===== src/rtl/core/ndiv_pkg.sv =====
`timescale 1ns / 1ps

package ndiv_pkg;

  localparam int FIELD_W     = 16;
  localparam int IN_TDATA_W  = 2 * FIELD_W;
  localparam int OUT_TDATA_W = 2 * FIELD_W;

  typedef struct packed {
    logic valid;
    logic dz;
  } ndiv_ctl_t;

endpackage


===== src/rtl/core/nonrestoring_divider.sv =====
`timescale 1ns / 1ps

// channel | direction | tdata (low bit up)              | tuser
// in_     | slave     | dividend, divisor_in            | -
// out_    | master    | quotient, remainder             | divide_by_zero
//
// a chain of WIDTH cells does one add-or-subtract step each, the output
// register applies the final correction and presents the result once its
// transaction has left the last cell; one is taken per cycle unless stalled.
// reset clears the valid bits of every cell and of the output register.
// while a result waits on out_tready the whole chain holds and in_tready is low.

module nonrestoring_divider #(
  parameter int WIDTH = 16
) (
  input  logic                                clk,
  input  logic                                rst_n,
  input  logic                                in_tvalid,
  output logic                                in_tready,
  input  logic [ndiv_pkg::IN_TDATA_W-1:0]     in_tdata,   // dividend, divisor_in
  output logic                                out_tvalid,
  input  logic                                out_tready,
  output logic [ndiv_pkg::OUT_TDATA_W-1:0]    out_tdata,  // quotient, remainder
  output logic                                out_tuser   // divide_by_zero
);
  import ndiv_pkg::*;

  logic [WIDTH:0]   acc_s [0:WIDTH];
  logic [WIDTH-1:0] q_s   [0:WIDTH];
  logic [WIDTH-1:0] m_s   [0:WIDTH];
  ndiv_ctl_t        ctl_s [0:WIDTH];

  logic                     advance;
  logic [FIELD_W+WIDTH-1:0] dvd_ext;
  logic [FIELD_W+WIDTH-1:0] dvs_ext;
  logic [WIDTH:0]           acc_fix;
  logic [WIDTH-1:0]         quo_w;
  logic [WIDTH-1:0]         rem_w;
  logic [FIELD_W+WIDTH-1:0] quo_ext;
  logic [FIELD_W+WIDTH-1:0] rem_ext;

  logic                     out_tvalid_r;
  logic [OUT_TDATA_W-1:0]   out_tdata_r;
  logic                     out_tuser_r;

  assign advance   = !out_tvalid_r || out_tready;
  assign in_tready = advance;

  assign dvd_ext = {{WIDTH{1'b0}}, in_tdata[FIELD_W-1:0]};
  assign dvs_ext = {{WIDTH{1'b0}}, in_tdata[2*FIELD_W-1:FIELD_W]};

  assign acc_s[0]       = '0;
  assign q_s[0]         = dvd_ext[WIDTH-1:0];
  assign m_s[0]         = dvs_ext[WIDTH-1:0];
  assign ctl_s[0].valid = in_tvalid;
  assign ctl_s[0].dz    = (dvs_ext[WIDTH-1:0] == '0);

  for (genvar i = 0; i < WIDTH; i++) begin : g_cell
    ndiv_cell #(.W(WIDTH)) u_cell (
      .clk   (clk),
      .rst_n (rst_n),
      .en    (advance),
      .ctl_i (ctl_s[i]),
      .acc_i (acc_s[i]),
      .q_i   (q_s[i]),
      .m_i   (m_s[i]),
      .ctl_o (ctl_s[i+1]),
      .acc_o (acc_s[i+1]),
      .q_o   (q_s[i+1]),
      .m_o   (m_s[i+1])
    );
  end

  always_comb begin
    if (acc_s[WIDTH][WIDTH]) begin
      acc_fix = acc_s[WIDTH] + {1'b0, m_s[WIDTH]};
    end else begin
      acc_fix = acc_s[WIDTH];
    end
    if (ctl_s[WIDTH].dz) begin
      quo_w = '1;
      rem_w = q_s[WIDTH];
    end else begin
      quo_w = q_s[WIDTH];
      rem_w = acc_fix[WIDTH-1:0];
    end
    quo_ext = {{FIELD_W{1'b0}}, quo_w};
    rem_ext = {{FIELD_W{1'b0}}, rem_w};
  end

  always_ff @(posedge clk) begin
    if (!rst_n) begin
      out_tvalid_r <= 1'b0;
    end else if (advance) begin
      out_tvalid_r <= ctl_s[WIDTH].valid;
    end
  end

  always_ff @(posedge clk) begin
    if (advance) begin
      out_tdata_r <= {rem_ext[FIELD_W-1:0], quo_ext[FIELD_W-1:0]};
      out_tuser_r <= ctl_s[WIDTH].dz;
    end
  end

  assign out_tvalid = out_tvalid_r;
  assign out_tdata  = out_tdata_r;
  assign out_tuser  = out_tuser_r;

endmodule


===== src/rtl/core/ndiv_cell.sv =====
`timescale 1ns / 1ps

module ndiv_cell #(
  parameter int W = 16
) (
  input  logic                clk,
  input  logic                rst_n,
  input  logic                en,
  input  ndiv_pkg::ndiv_ctl_t ctl_i,
  input  logic [W:0]          acc_i,
  input  logic [W-1:0]        q_i,
  input  logic [W-1:0]        m_i,
  output ndiv_pkg::ndiv_ctl_t ctl_o,
  output logic [W:0]          acc_o,
  output logic [W-1:0]        q_o,
  output logic [W-1:0]        m_o
);
  import ndiv_pkg::*;

  ndiv_ctl_t    ctl_r;
  logic [W:0]   acc_r;
  logic [W-1:0] q_r;
  logic [W-1:0] m_r;
  logic [W:0]   shifted;
  logic [W:0]   acc_nxt;
  logic [W-1:0] q_nxt;

  always_comb begin
    shifted = {acc_i[W-1:0], q_i[W-1]};
    if (ctl_i.dz) begin
      acc_nxt = acc_i;
      q_nxt   = q_i;
    end else begin
      // add back when the accumulator went negative, otherwise subtract
      if (acc_i[W]) begin
        acc_nxt = shifted + {1'b0, m_i};
      end else begin
        acc_nxt = shifted - {1'b0, m_i};
      end
      q_nxt = {q_i[W-2:0], ~acc_nxt[W]};
    end
  end

  always_ff @(posedge clk) begin
    if (!rst_n) begin
      ctl_r <= '0;
    end else if (en) begin
      ctl_r <= ctl_i;
    end
  end

  always_ff @(posedge clk) begin
    if (en) begin
      acc_r <= acc_nxt;
      q_r   <= q_nxt;
      m_r   <= m_i;
    end
  end

  assign ctl_o = ctl_r;
  assign acc_o = acc_r;
  assign q_o   = q_r;
  assign m_o   = m_r;

endmodule


===== config.mk =====
export PLATFORM = sky130hd
export DESIGN_NAME = nonrestoring_divider
export DESIGN_NICKNAME = d
export VERILOG_FILES = /design/src/rtl/core/ndiv_pkg.sv /design/src/rtl/core/nonrestoring_divider.sv /design/src/rtl/core/ndiv_cell.sv
export SDC_FILE = /design/constraint.sdc
export NUM_CORES = 2
export LEC_CHECK = 0
export ABC_AREA = 1
export BUFFER_PORTS_ARGS = -buffer_cell sky130_fd_sc_hd__buf_4
export CAP_MARGIN = 30
export CELL_PAD_IN_SITES_DETAIL_PLACEMENT = 1
export CELL_PAD_IN_SITES_GLOBAL_PLACEMENT = 1
export CORE_MARGIN = 1.5
export CORE_UTILIZATION = 44
export CTS_CLUSTER_DIAMETER = 100
export DETAILED_ROUTE_END_ITERATION = 10
export PLACE_DENSITY = 0.79
export SYNTH_ARGS = -nofsm -noshare
export SYNTH_HDL_FRONTEND = slang
export SYNTH_SLANG_ARGS = --single-unit

===== constraint.sdc =====
create_clock -name clk -period 26.6 [get_ports clk]
set_input_delay 2.66 -clock clk [delete_from_list [all_inputs] [get_ports clk]]
set_output_delay 2.66 -clock clk [all_outputs]
set_load 0.005 [all_outputs]

==> out/qor.csv <==
stage,metric,value,unit
yosys,Synth Flop Type,edfxtp_1,
final_layout,layout cells sized above 1,0.0501,
run,max-cap violations,0,
clock_network,TritonCTS buffer count,96,
clock_network,H-tree Lvls,3,
timing,Worst slew margin,0.311,
final_layout,Reg area,25200,um2
timing,setup violators final,0,
die,Die H,350,um
worst_setup_path,Worst R2R Path Depth,6,
timing,Fin Setup TNS,0,ns
drt,initial DRC count,2549,
worst_setup_path,crit path from,out_tready,
placement,Setup WS pre-CTS,19.62,ns
yosys,mapped cell area,53000,um2
final_layout,Inserted Diodes,0,
yosys,Simple-Gate Fraction of Synth Area,0.299,
drt,drt pass-1 iters,8,
worst_setup_path,CP Launch Type,primary input,
yosys,largest family of logic cells by synthesized area,simple AND/OR/NAND/NOR gates,
worst_setup_path,Critical Path Sink Type,output pin,
timing,RSZ-0062 raised after global routing,no,
worst_setup_path,WP data required,23.94,ns
clock_network,clk root buf,clkbuf_16,
placement,# port buffers,70,
grt,global-route wire length before repair,240000,um
clock_network,clk slew on worst S/H paths,0.06,ns
yosys,"FF+latch count, synth",850,
timing,fmax,142,MHz
die,num rows,127,
yosys,Synth Area in Compound Gates,0.0610,
status,status,"complete, no violations",
die,I/O pin cnt,71,
clock_network,clock sink count,850,
final_layout,"commonest non-fill, non-tap cell in the layout",nand2_1,
yosys,xor/xnor share of the synthesized area,0.0395,
grt,number of antenna violations at the first check in global routing,0,
grt,vias in the first global route,46405,
drt,Antenna Nets Post-Route,0,
final_layout,Layout fillers,14496,
yosys,number of flops mapped to enable cells by yosys,817,
grt,GR Overflow Total,0,
final_layout,"commonest cells after routing, fill and taps aside","2585 x nand2_1, 817 x edfxtp_1, 572 x nor2_1, 546 x inv_1, 407 x nand3_1",
yosys,synth warn,0,
final_layout,Final #Nets,6965,
yosys,Netlist cell types,49,
placement,Post-DP HPWL,113000,um
drt,DR WL/cell,17.8,um
hold_path,Worst Hold Class,flop to flop,
die,full die area,123000,um2
yosys,post-synthesis sequential area ratio,0.475,
power,Max VDD drop,0.0618,mV
drt,final WL,148000,um
worst_setup_path,Worst EP arrival,4.36,ns
yosys,ys async rst share,0,
hold_path,worst hold start,g_cell[6].u_cell.m_o[1],
yosys,Adder-Cell Fraction of Synth Area,0.0738,
final_layout,P&R area growth vs syn,10.4,%
die,core area,120000,um2
hold_path,WHS Path Cells,0,
drt,Via density,5.30,
timing,final worst setup slack,19.58,ns
final_layout,area occupied by multi-input gates,25100,um2
die,chip width,350,um
clock_network,post-CTS setup buffers,0,
worst_setup_path,RR Startpoint,out_tvalid,
yosys,Mapped Avg Cell Area,8.07,um2
timing,clk_skew,0.0451,ns
clock_network,clock latency on the worst-skew pair,0.70,ns
grt,GR Util All Layers,0.242,
timing,Tmin final,7.02,ns
worst_setup_path,CP Class,primary input to output pin,
yosys,synthesized net count,6907,
drt,DRC viols,0,
clock_network,Max Root-Sink Buffers,3,
worst_setup_path,Worst Path Max Fanout,71,
power,Leak Pwr,0.0268,uW
clock_network,cells resized by post-CTS repair,0,
die,Initial Utilization,0.443,
yosys,mux share of post-synthesis cell area,0,
timing,period utilization,0.264,
grt,largest net degree at the start of global routing,178,
timing,final slew viol count,0,
clock_network,TritonCTS clock tree,done,
timing,Worst Max-Slew Pin Slew,1.03,ns
power,power density over the cells,134,nW/um2
yosys,post-synthesis cell count,6568,
timing,Final Hold Vio Count,0,
clock_network,CTS Hold Bufs,0,
drt,routed vias,44052,
placement,RD Place Congestion,0.879,
-- synth_stat cells (7+ instances only) --
cell type | n | share of area
nor2_1 | 573 | 0.041
a21oi_1 | 248 | 0.023
and2_1 | 28 | 0.0033
fa_1 | 16 | 0.0060
nand2_2 | 7 | 0.00083
inv_1 | 546 | 0.039
xnor2_1 | 93 | 0.015
edfxtp_1 | 817 | 0.46
nand2_1 | 2585 | 0.18
nand3_1 | 407 | 0.038
dfxtp_1 | 33 | 0.012
a21o_1 | 15 | 0.0021
nand4_1 | 62 | 0.0073
xor2_1 | 146 | 0.024
clkbuf_1 | 120 | 0.0085
o21bai_1 | 14 | 0.0020
buf_2 | 16 | 0.0015
o21ai_2 | 18 | 0.0030
buf_1 | 7 | 0.00050
or2_2 | 44 | 0.0052
nand3b_1 | 81 | 0.011
o31ai_1 | 8 | 0.0011
o21ai_0 | 288 | 0.027
nor3_1 | 60 | 0.0057
ha_1 | 287 | 0.068
-- layout make-up --
cell class,instances,share of cell area
clock buffer,119,0.0427
clock inverter,58,0.0127
inverter,551,0.0356
multi-input combinational,5016,0.429
sequential,850,0.431
tap,1612,0.0345
timing repair buffer,111,0.0150
-- kinds of logic (layout without fill, tap and decap cells) --
kind of cell | count (synthesis) | count (layout)
xor+xnor | 239 | 239
compound gates | 608 | 608
fa+ha+maj | 303 | 303
simple gates | 3866 | 3866
buf+inv | 702 | 839
flops | 850 | 850
-- final timing paths --
check,to,slack [ns]
min reg2reg,g_cell[7].u_cell.m_o[1],0.46
max,in_tready,19.58
max reg2reg,g_cell[11].u_cell.m_o[12],22.76
min,g_cell[7].u_cell.m_o[1],0.46
-- through the flow --
stage	total power [uW]	instance area, um2	hold WS (ns)	std cells	util
CTS	7880	58500	0.460	8316	0.489
detailed placement	6460	55200	0.440	8139	0.462
floorplan	5270	53000	0.406	6568	-
global placement	6260	55200	0.434	8139	0.462
finish	7850	58500	0.456	8317	0.489
global route	8550	58500	0.465	8317	0.489
-- report_power, final --
group	total (uW)	switching (uW)	leakage (uW)	internal, uW
Combinational	4130	2650	0.0164	1480
Sequential	2340	291	0.00885	2050
Clock	1370	575	0.00157	799
Total	7850	3510	0.0268	4330
-- critical path, stage by stage --
cell and delay, ns:
buf_4 0.12, nor2_4 0.75, inv_8 0.39, buf_4 0.30
-- sequential cells by signal, indices dropped and copies added (netlist names) --
signal / cells
out_tdata: 32
g_cell.u_cell.q_o: 256
out_tuser: 1
out_tvalid: 1
g_cell.u_cell.acc_o: 272
g_cell.u_cell.ctl_o: 32
g_cell.u_cell.m_o: 256
-- per-layer routing --
layer,share of wire,GRT usage,up-vias,wire length [um]
met4,0.031,0.0791,0,4640
met5,0,0,-,0
met3,0.023,0.0235,278,3470
met1,0.43,0.290,21456,63300
met2,0.52,0.450,593,76700
li1,-,-,21725,-
No activity file was read; power rests on OpenSTA's default activity.
